$ cat config.mk
export PLATFORM = sky130hd
export DESIGN_NAME = priority_job_dispatcher
export DESIGN_NICKNAME = d
export VERILOG_FILES = /design/src/rtl/pjd_pkg.sv /design/src/rtl/priority_job_dispatcher.sv /design/src/rtl/pjd_ram.sv
export SDC_FILE = /design/constraint.sdc
export NUM_CORES = 2
export LEC_CHECK = 0
export BUFFER_PORTS_ARGS = -buffer_cell sky130_fd_sc_hd__buf_2
export CAP_MARGIN = 10
export CORE_MARGIN = 3
export CORE_UTILIZATION = 30
export DETAILED_ROUTE_END_ITERATION = 10
export SETUP_SLACK_MARGIN = 0.4
export SYNTH_ARGS = -nofsm -noshare
export SYNTH_HDL_FRONTEND = slang
export SYNTH_HIERARCHICAL = 1
export SYNTH_SLANG_ARGS = --single-unit
$ cat constraint.sdc
create_clock -name clk -period 9.5 [get_ports clk]
set_input_delay 0.475 -clock clk [delete_from_list [all_inputs] [get_ports clk]]
set_output_delay 0.475 -clock clk [all_outputs]
set_load 0.03 [all_outputs]
$ cat src/rtl/pjd_pkg.sv
// Package for the priority job dispatcher: widths, depths, job record type.
// No dependencies.
`default_nettype none
package pjd_pkg;
    localparam int QUEUE_DEPTH_DEF = 32;
    localparam int MAX_CPUS_DEF    = 16;
    localparam int CPU_W           = 5;
    localparam int LIMIT_W         = 6;
    localparam logic [CPU_W-1:0] CPU_RESET = 5'd16;
    localparam int JOB_W           = 112;

    typedef struct packed {
        logic [31:0] duration;
        logic [15:0] importance;
        logic [31:0] submit_time;
        logic [31:0] job_id;
    } job_t;

    localparam logic OP_SUBMIT = 1'b0;
    localparam logic OP_ASSIGN = 1'b1;

    // true if job a is served before job b (slot order breaks ties)
    function automatic logic job_ahead(job_t a, job_t b);
        logic r;
        if (a.importance != b.importance)
            r = a.importance > b.importance;
        else if (a.submit_time != b.submit_time)
            r = a.submit_time < b.submit_time;
        else
            r = a.duration < b.duration;
        return r;
    endfunction
endpackage
`default_nettype wire

$ cat src/rtl/priority_job_dispatcher.sv
// Priority job dispatcher: waiting table and run table in RAMs, sequencer.
// Depends on pjd_pkg and pjd_ram.
//
// Channels: s_axis_* carries commands (submit or assign), m_axis_* carries
// results; an item moves when tvalid and tready are both high.
// cfg_we/cfg_wdata write the processor count (reset 16); write only while idle.
// Submit: one scan of the valid bits picks the lowest free slot, the job is
// written to the waiting RAM; no result unless the table is full, then one
// result with dropped = 1.
// Assign: a pass over the MAX_CPUS run-table RAM entries (one per cycle)
// retires finished jobs and counts busy processors. Then each dispatch
// is a pass over the QUEUE_DEPTH waiting entries through the one RAM read
// port, keeping the best job, followed by a write to a free run slot (for a
// nonzero duration) and an output item. The assign ends with a closing
// check once the limit is reached or no processor is free, or with a full
// pass that finds no job when the table has run empty.
// The result register is one deep; the block waits while the receiver
// stalls and does not lose results. Reset clears all valid bits and the
// sequencer; RAM contents are never used before they are written.
`default_nettype none
module priority_job_dispatcher
    import pjd_pkg::*;
#(
    parameter int QUEUE_DEPTH = QUEUE_DEPTH_DEF,
    parameter int MAX_CPUS    = MAX_CPUS_DEF
) (
    input  wire          clk,
    input  wire          rst_n,
    input  wire          cfg_we,
    input  wire  [4:0]   cfg_wdata,
    input  wire          s_axis_tvalid,
    output logic         s_axis_tready,
    // [0] opcode [32:1] time_now [64:33] job_id [80:65] importance
    // [112:81] duration [118:113] assign_limit, zero fill to 120
    input  wire  [119:0] s_axis_tdata,
    output logic         m_axis_tvalid,
    input  wire          m_axis_tready,
    // [0] job_valid [1] dropped [33:2] out_job_id [65:34] out_submit_time
    // [81:66] out_importance [113:82] out_duration [145:114] completion_time
    // zero fill to 152
    output logic [151:0] m_axis_tdata,
    output logic         m_axis_tlast
);
    localparam int QA_W = $clog2(QUEUE_DEPTH);
    localparam int RA_W = (MAX_CPUS > 1) ? $clog2(MAX_CPUS) : 1;
    localparam int RD   = (MAX_CPUS > 1) ? MAX_CPUS : 2;
    localparam int QC_W = $clog2(QUEUE_DEPTH + 1);
    localparam int RC_W = $clog2(MAX_CPUS + 1);

    typedef enum logic [6:0] {
        ST_IDLE   = 7'b0000001,
        ST_RSCAN  = 7'b0000010,
        ST_QSCAN  = 7'b0000100,
        ST_DISP   = 7'b0001000,
        ST_OUT    = 7'b0010000,
        ST_SUBMIT = 7'b0100000,
        ST_DROP   = 7'b1000000
    } state_t;

    state_t state_reg, state_next;
    logic [CPU_W-1:0] cpu_reg;
    logic [QUEUE_DEPTH-1:0] wvalid_reg;
    logic [RD-1:0] rvalid_reg;
    logic [31:0] now_reg;
    logic [LIMIT_W-1:0] limit_reg;
    job_t in_job_reg;
    logic [RC_W:0] ridx_reg;     // run scan counter, includes drain cycle
    logic [QC_W:0] qidx_reg;
    logic [RC_W-1:0] busy_reg;
    logic [LIMIT_W-1:0] sent_reg;
    logic have_reg;
    job_t best_reg;
    logic [QA_W-1:0] best_idx_reg;
    logic [QA_W-1:0] prev_idx_reg;
    logic prev_rd_reg;
    logic [151:0] out_data_reg;
    logic out_valid_reg, out_last_reg;

    // waiting RAM
    logic w_we;
    logic [QA_W-1:0] w_waddr, w_raddr;
    logic [JOB_W-1:0] w_rdata;
    job_t w_rjob;
    pjd_ram #(.WIDTH(JOB_W), .DEPTH(QUEUE_DEPTH)) u_wait (
        .clk(clk), .we(w_we), .waddr(w_waddr), .wdata(in_job_reg),
        .raddr(w_raddr), .rdata(w_rdata));
    assign w_rjob = job_t'(w_rdata);

    // run-table RAM
    logic r_we;
    logic [RA_W-1:0] r_waddr, r_raddr;
    logic [31:0] r_wdata, r_rdata;
    pjd_ram #(.WIDTH(32), .DEPTH(RD)) u_run (
        .clk(clk), .we(r_we), .waddr(r_waddr), .wdata(r_wdata),
        .raddr(r_raddr), .rdata(r_rdata));

    // free slot search over valid bits
    logic w_full;
    logic [QA_W-1:0] w_free;
    always_comb
    begin
        w_full = 1'b1;
        w_free = '0;
        for (int i = QUEUE_DEPTH - 1; i >= 0; i--)
            if (!wvalid_reg[i])
            begin
                w_full = 1'b0;
                w_free = QA_W'(i);
            end
    end
    logic [RA_W-1:0] r_free;
    always_comb
    begin
        r_free = '0;
        for (int i = RD - 1; i >= 0; i--)
            if (!rvalid_reg[i])
                r_free = RA_W'(i);
    end

    logic [CPU_W-1:0] cpus_eff;
    assign cpus_eff = (32'(cpu_reg) > MAX_CPUS) ? CPU_W'(MAX_CPUS) : cpu_reg;
    logic cpu_free;
    assign cpu_free = 32'(busy_reg) < 32'(cpus_eff);

    logic [32:0] done_sum;
    logic [31:0] done_t;
    assign done_sum = {1'b0, now_reg} + {1'b0, best_reg.duration};
    assign done_t   = done_sum[32] ? 32'hFFFF_FFFF : done_sum[31:0];

    logic out_free;
    assign out_free = !out_valid_reg || m_axis_tready;

    logic [RA_W-1:0] rprev;
    assign rprev = RA_W'(ridx_reg - 1'b1);
    logic [QA_W-1:0] qcur;
    assign qcur = qidx_reg[QA_W-1:0];

    logic out_load;
    assign out_load = ((state_reg == ST_DROP) || (state_reg == ST_OUT)) && out_free;

    assign s_axis_tready = (state_reg == ST_IDLE);
    assign w_raddr = qcur;
    assign r_raddr = ridx_reg[RA_W-1:0];
    assign w_we    = (state_reg == ST_SUBMIT) && !w_full;
    assign w_waddr = w_free;
    assign r_we    = (state_reg == ST_DISP) && (best_reg.duration != 32'd0);
    assign r_waddr = r_free;
    assign r_wdata = done_t;

    always_comb
    begin
        state_next = state_reg;
        unique case (state_reg)
            ST_IDLE:
                if (s_axis_tvalid)
                    state_next = (s_axis_tdata[0] == OP_SUBMIT) ? ST_SUBMIT : ST_RSCAN;
            ST_SUBMIT: state_next = w_full ? ST_DROP : ST_IDLE;
            ST_DROP:   if (out_free) state_next = ST_IDLE;
            ST_RSCAN:
                if (32'(ridx_reg) == MAX_CPUS)
                    state_next = ST_QSCAN;
            ST_QSCAN:
                if (32'(sent_reg) >= 32'(limit_reg) || !cpu_free)
                    state_next = ST_IDLE;
                else if (32'(qidx_reg) == QUEUE_DEPTH)
                    // last entry is still being compared in this cycle
                    state_next = (have_reg || prev_rd_reg) ? ST_DISP : ST_IDLE;
            ST_DISP:   state_next = ST_OUT;
            ST_OUT:    if (out_free) state_next = ST_QSCAN;
            default:   state_next = ST_IDLE;
        endcase
    end

    always_ff @(posedge clk or negedge rst_n)
    begin
        if (!rst_n)
        begin
            state_reg     <= ST_IDLE;
            cpu_reg       <= CPU_RESET;
            wvalid_reg    <= '0;
            rvalid_reg    <= '0;
            out_valid_reg <= 1'b0;
        end
        else
        begin
            state_reg <= state_next;
            if (cfg_we)
                cpu_reg <= cfg_wdata;
            if (out_load)
                out_valid_reg <= 1'b1;
            else if (m_axis_tready)
                out_valid_reg <= 1'b0;
            unique case (state_reg)
                ST_SUBMIT:
                    if (!w_full)
                        wvalid_reg[w_free] <= 1'b1;
                ST_RSCAN:
                    if (ridx_reg != '0 && rvalid_reg[rprev] && r_rdata <= now_reg)
                        rvalid_reg[rprev] <= 1'b0;
                ST_DISP:
                begin
                    wvalid_reg[best_idx_reg] <= 1'b0;
                    if (best_reg.duration != 32'd0)
                        rvalid_reg[r_free] <= 1'b1;
                end
                default: ;
            endcase
        end
    end

    // datapath registers
    always_ff @(posedge clk)
    begin
        unique case (state_reg)
            ST_IDLE:
            begin
                now_reg    <= s_axis_tdata[32:1];
                in_job_reg <= job_t'({s_axis_tdata[112:81], s_axis_tdata[80:65],
                                      s_axis_tdata[32:1], s_axis_tdata[64:33]});
                limit_reg  <= (32'(s_axis_tdata[118:113]) > QUEUE_DEPTH)
                              ? LIMIT_W'(QUEUE_DEPTH) : s_axis_tdata[118:113];
                ridx_reg   <= '0;
                busy_reg   <= '0;
                sent_reg   <= '0;
                qidx_reg   <= '0;
                have_reg   <= 1'b0;
                prev_rd_reg <= 1'b0;
            end
            ST_DROP:
                if (out_free)
                begin
                    out_data_reg <= 152'd2;
                    out_last_reg <= 1'b1;
                end
            ST_RSCAN:
            begin
                ridx_reg <= ridx_reg + 1'b1;
                if (ridx_reg != '0 && rvalid_reg[rprev] && !(r_rdata <= now_reg))
                    busy_reg <= busy_reg + 1'b1;
            end
            ST_QSCAN:
            begin
                qidx_reg     <= qidx_reg + 1'b1;
                prev_idx_reg <= qcur;
                prev_rd_reg  <= (32'(qidx_reg) < QUEUE_DEPTH) && wvalid_reg[qcur];
                if (prev_rd_reg && (!have_reg || job_ahead(w_rjob, best_reg)))
                begin
                    have_reg     <= 1'b1;
                    best_reg     <= w_rjob;
                    best_idx_reg <= prev_idx_reg;
                end
            end
            ST_DISP:
                if (best_reg.duration != 32'd0)
                    busy_reg <= busy_reg + 1'b1;
            ST_OUT:
                if (out_free)
                begin
                    sent_reg    <= sent_reg + 1'b1;
                    qidx_reg    <= '0;
                    have_reg    <= 1'b0;
                    prev_rd_reg <= 1'b0;
                    out_data_reg <= {6'd0, done_t, best_reg.duration, best_reg.importance,
                                     best_reg.submit_time, best_reg.job_id, 2'b01};
                    // last if nothing more can follow
                    out_last_reg <= (32'(sent_reg) + 1 >= 32'(limit_reg)) || !cpu_free
                                    || (wvalid_reg == '0);
                end
            default: ;
        endcase
    end

    // result data and last flag are loaded only once the register is free
    assign m_axis_tvalid = out_valid_reg;
    assign m_axis_tdata  = out_data_reg;
    assign m_axis_tlast  = out_last_reg;
endmodule
`default_nettype wire

$ cat src/rtl/pjd_ram.sv
// Generic single-port-write, single-read RAM with registered read data.
// No dependencies.
`default_nettype none
module pjd_ram #(
    parameter int WIDTH = 8,
    parameter int DEPTH = 16
) (
    input  wire                     clk,
    input  wire                     we,
    input  wire [$clog2(DEPTH)-1:0] waddr,
    input  wire [WIDTH-1:0]         wdata,
    input  wire [$clog2(DEPTH)-1:0] raddr,
    output logic [WIDTH-1:0]        rdata
);
    logic [WIDTH-1:0] mem [DEPTH];

    always_ff @(posedge clk)
    begin
        if (we)
            mem[waddr] <= wdata;
        rdata <= mem[raddr];
    end
endmodule
`default_nettype wire

Word-level counts from Yosys, hierarchy flattened
Memories as Yosys holds them, arrays and structs flattened. A register that Yosys moved wholly into a read port is not among the register bits.
Cells that the tools add are included.
W data, S select, Z words.
- memory bits (writable): 4096
- register bits: 480
- bits of input ports: 130
- word-level logic and storage cells: 259
- memories: 2
- output and inout bits: 155
- memory list (name ; words ; bits a word ; read ports ; clocked after memory_dff ; write ports ; line ; source):
    u_wait.mem ; 32 ; 112 ; 1 ; 1 ; 1 ; pjd_ram.sv:15 ; logic [WIDTH-1:0] mem [DEPTH];
    u_run.mem ; 16 ; 32 ; 1 ; 1 ; 1 ; pjd_ram.sv:15 ;
- muxes and demuxes: 136
- $add $sub $neg: 7
- order comparisons: 19
- reduce and logical (&&, ||, !) cells: 44
- eq/ne operators: 21
- bitwise gates (word level): 6
- operator list (operator ; count):
    $mux W152 ; 2
    $pmux W152 S2 ; 1
    $mux W5 ; 35
    $mux W4 ; 17
    $lt A32 B32 Y1 ; 2
    $mux W32 ; 2
    $pmux W32 S2 ; 1
    $mux W7 ; 8
    $mux W1 ; 51
    $pmux W7 S7 ; 1
    $add A32 B32 Y33 ; 1
    $and A32 B32 Y32 ; 1
    $le A32 B32 Y1 ; 1
    $logic_not A32 Y1 ; 1
    $mux W16 ; 2
    $ne A32 B32 Y1 ; 1
    $not A32 Y32 ; 1
    $or A32 B32 Y32 ; 1
    $pmux W16 S2 ; 1
    $reduce_bool A32 Y1 ; 1
    $pmux W6 S2 ; 2
    $pmux W7 S3 ; 1
    $lt A5 B6 Y1 const B ; 3
    $and A16 B16 Y16 ; 1
    other kinds (46) ; 95

Depth between registers and ports, before layout
- depth after elaboration: 39
- mapped depth: 12
- mapped depth without buffers: 11

By module
The synthesis kept the hierarchy.
- modules (own cells, without submodules) (module ; area each (um^2) ; times used ; cells an instance ; sequential area each (um^2)):
    pjd_ram (u_wait) ; 138238.8 ; 1 ; 6524 ; 109865.4
    priority_job_dispatcher ; 22691.8 ; 1 ; 1802 ; 13930.9
    pjd_ram (u_run) ; 19835.3 ; 1 ; 838 ; 16015.4

Worst setup path after synthesis
Ideal clock, no wire load.
- kind: reg2reg
- start point: register state_reg[1]
- end point: register out_data_reg[0], in the netlist m_axis_tdata[0], enable pin
- path buffers: 0
- clock period less this slack: 8.098 ns
- arrival time: 7.428 ns
- required time: 8.829 ns
- setup time: 0.671 ns
- stages on the path, launching flop included: 4
- setup slack: 1.402 ns
- path through: dfrtp_1 nor4_1 nand3b_1 nor2b_1
- cells in the longest elaborated chain, start to end: 3
- elaborated cells on any way between the ends: 6
- those cells by class: 4 x eq/ne; 2 x reduce/logical
- ends and longest elaborated chain (element ; line ; source):
    from (decl) ; priority_job_dispatcher.sv:60 ; state_t state_reg, state_next;
    from (signal assigned) ; priority_job_dispatcher.sv:186 ; state_reg <= state_next;
    $eq A7 B5 Y1 or $eq A7 B7 Y1 (tied branches) ; priority_job_dispatcher.sv:214 ; unique case (state_reg)
    $ne A2 B2 Y1 (no line) or $reduce_bool A2 Y1 (tied branches) ; n/a ;
    $reduce_and A3 Y1 (no line) * ; n/a ;
    to (signal assigned) ; priority_job_dispatcher.sv:263 ; out_data_reg <= {6'd0, done_t, best_reg.duration, best_reg.importance,
    to (decl) ; priority_job_dispatcher.sv:76 ; logic [151:0] out_data_reg;
Mark *: on every way between the ends. The rest lies on a longest branch, timed or not.
A chain may end at the register's enable or synchronous reset.

Worst setup path in the final report
- start point: register wvalid_reg[8]
- end point: memory u_wait/mem[10][69] (netlist name), enable pin
- elaborated cells on any way between the ends: 22
- those cells by class: 20 x mux; 2 x reduce/logical
- RTL lines (element ; line ; source):
    from (decl) ; priority_job_dispatcher.sv:62 ; logic [QUEUE_DEPTH-1:0] wvalid_reg;
    from (signal assigned) ; priority_job_dispatcher.sv:180 ; wvalid_reg <= '0;
    from (signal, indexed assignment) ; priority_job_dispatcher.sv:196 ; wvalid_reg[w_free] <= 1'b1;
    from (signal, indexed assignment) ; priority_job_dispatcher.sv:202 ; wvalid_reg[best_idx_reg] <= 1'b0;
    $mux W5 (9 in a row) ; priority_job_dispatcher.sv:105 ; if (!wvalid_reg[i])
    named net w_free[0] ; priority_job_dispatcher.sv:99 ; logic [QA_W-1:0] w_free;
    to (decl) ; pjd_ram.sv:15 ;
The timed path passes the listed nets, and every way through them passes these cells.

==> results.cfg <==
[grt]
antenna_found_initial = 81
grt_use_total_pct = 16.3
grt_pass1_wl_um = 716000
grt_start_max_net_pins = 135
grt_pass1_vias = 91784
gr-total-overflow = 0

[drt]
vias = 93693
drt_iter0_drc = 10849
dr.max_layer_used = met5
dr_wl_met2_um = 241000
wl_per_cell_um = 28.2
met1Wirelength_um = 215000
wl_met3_um = 44000
firstDrtPassIters = 5
drc = 0
postRouteAntennaNets = 0
vias_per_cell = 5.13
routed_wl_um = 515000

[floorplan]
fp.dieW_um = 782
start_util_pct = 30.2
ios = 285
die_h_um = 782
dieArea_mm2 = 0.612
core_area_mm2 = 0.599
num_rows = 284

[timing]
worst_pin_slew_ns = 1.20
setup_viol = 0
max_slew_margin_pct = 19.8
rsz0062_at_grt = no
final.setup.tns_ns = 0
layout_min_cycle_time_ns = 5.43
slew_viol_final = 0
fin_crit_sh_pct = 57.2
setup_slack_ns = 4.07
clock_skew_ns = 0.109
fmax_ghz = 0.184
final_hold_viol_count = 0

[clock_network]
cts_tree = built
cts_setup_buffers = 0
hold_buffers = 134
post_cts_resized = 0
cts_root_buf = clkbuf_16
cts.sinks = 4714
htree_levels = 5
insertion_delay_ns = 1.06
cts.path.max_buffers = 4
cts_buffers = 466
clk_pin_slew_ns = 0.06

[synth]
syn_avg_cell_area_um2 = 19.7
synth_async_sr_flop_share_pct = 1.29
syn_inst = 9164
ys.flop_type = edfxtp_1
ys_seq_area_share_pct = 77.3
synth_seq_cells = 4714
yosysWarnings = 6
synth_cell_type_count = 85
synthTopCellsByArea = edfxtp_1 (75%), mux4_2 (7.4%), mux2i_1 (5.0%), a22oi_1 (2.7%), dfxtp_1 (1.6%)
yosysTopAreaCellShare_pct = 74.9
synth-edff-count = 4509
syn_area_mm2 = 0.181
synth_top_area_cell = edfxtp_1

[critical_path]
startpoint_type = register
crit_type = register to register
end_kind = register
crit_path_max_incr_delay_ns = 1.15
worstPathCellList = nor2b_1, o21ai_0, nand2_1, or4_4, o211ai_2, a21oi_1, nand3b_1, nor2_4, buf_4, buf_4
arrival_ns = 6.09
worst-path-max-fanout = 23
worst_ep_required_time_ns = 10.16
crit_top_cell = buf_4
slowest_stage = nor2_4

[placement]
preCtsSetupSlack_ns = 4.19
routabilityCongestion = 0.799
io_buffers = 277
place_hpwl_um = 281000

[layout]
fill_cells = 55593
syn2layout_area_growth_pct = 15.9
drive_gt1_share_pct = 18.6
largest_register_ffs = 3584
nets = 10124
regMostFlops = u_wait/mem

[power_and_ir_drop]
irDropWorstVdd_mv = 0.284
total_leakage_power_uw = 0.0671
power.density_mw_per_mm2 = 296

[run_status]
status = finished clean

[run]
maxCapViolCount = 0

[hold_path]
hold_path.class = input pin to async pin
cells in the final DEF (no fill, tap or decap), drive strengths merged, types with 167 or more instances in the layout:
master  instances
nor2          221
nand3         255
a22oi         660
edfxtp       4509
ha            167
inv           173
mux4          590
buf           512
clkinv        172
clkbuf        624
mux2i         898
power breakdown:
group / leakage [uW] / internal, uW / total, uW / switching [uW]
combinational: 0.0171 / 5320 / 15400 / 10000
sequential: 0.0425 / 26400 / 28200 / 1770
clock: 0.00748 / 10500 / 18500 / 7980
total: 0.0671 / 42300 / 62100 / 19800
cells by family (layout without fill, tap and decap cells):
logic type | Yosys count | count (layout) | share of synthesized area (%)
and+or+nand+nor | 952 | 952 | 2.66
adders and majority gates | 168 | 168 | 1.17
buffers and inverters | 613 | 1674 | 1.61
muxes | 1495 | 1495 | 12.4
AOI/OAI and AO/OA | 1178 | 1178 | 4.64
xor gates and xnor gates | 43 | 43 | 0.208
DFF | 4714 | 4714 | 77.3
other | 1 | 43 | 0.00207
worst max-delay path: cells and delay by family, from the launching register on:
family                 cells  cell delay [ns]
DFF                        1             0.44
AOI/OAI and AO/OA          3             0.67
and+or+nand+nor            5             2.71
buffers and inverters      2             1.17
through the flow:
| stage | hold slack (ns) | util (%) | cells | instance area [um2] | total power [uW] |
|---|---|---|---|---|---|
| 6_report | 0.121 | 35.0 | 18275 | 210000 | 62100 |
| 5_1_grt | 0.0972 | 35.0 | 18258 | 210000 | 64500 |
| 4_1_cts | 0.0449 | 34.9 | 18238 | 210000 | 62600 |
| 3_5_place_dp | 0.390 | 32.1 | 17232 | 193000 | 44000 |
| 3_3_place_gp | 0.390 | 32.1 | 17232 | 193000 | 43900 |
| 2_1_floorplan | 0.179 | - | 9169 | 181000 | 37600 |
path summary, 6_finish.rpt:
kind | cells past startpoint | start | slack, ns | to
max | 10 | wvalid_reg[8] | 4.07 | u_wait/mem[10][69]
min | 3 | rst_n | 0.12 | m_axis_tvalid
max reg2reg | 10 | wvalid_reg[8] | 4.07 | u_wait/mem[10][69]
min reg2reg | 0 | u_wait/rdata[4] | 0.39 | best_reg[4]
max in group asynchronous | 3 | rst_n | 8.75 | wvalid_reg[25]
min in group clk | 2 | s_axis_tdata[27] | 0.13 | in_job_reg[58]
layout make-up:
class                   count  area (um2)  area share, %
flip-flops and latches   4714      140000           66.7
multi-input cells        3842       38600           18.4
clock buffers             624       12700           6.04
well taps                8008       10000           4.78
repair buffers            646        5000           2.39
clock inverters           248        2770           1.32
inverters                 156         596          0.284
diodes                     37        92.6         0.0442
layer usage:
layer,up-vias,track usage [%]
met2,3947,26.1
li1,39031,-
met4,34,4.51
met3,708,3.18
met1,49973,22.5
met5,-,0
cells in the mapped netlist (all sizes together) (16+ instances only):
master,n
ha,167
nand2,149
nand3,255
a31oi,76
and2,61
buf,267
xor2,26
a22o,63
nand2b,21
a22oi,660
edfxtp,4509
nor2b,48
o21ai,118
dfrtp,59
nor3,26
xnor2,17
o21a,16
clkbuf,190
a21oi,103
a21o,51
mux2i,898
nor2,221
mux4,590
nor4,24
dfxtp,144
nand4,89
inv,156
(Power assumes the default switching activity.)
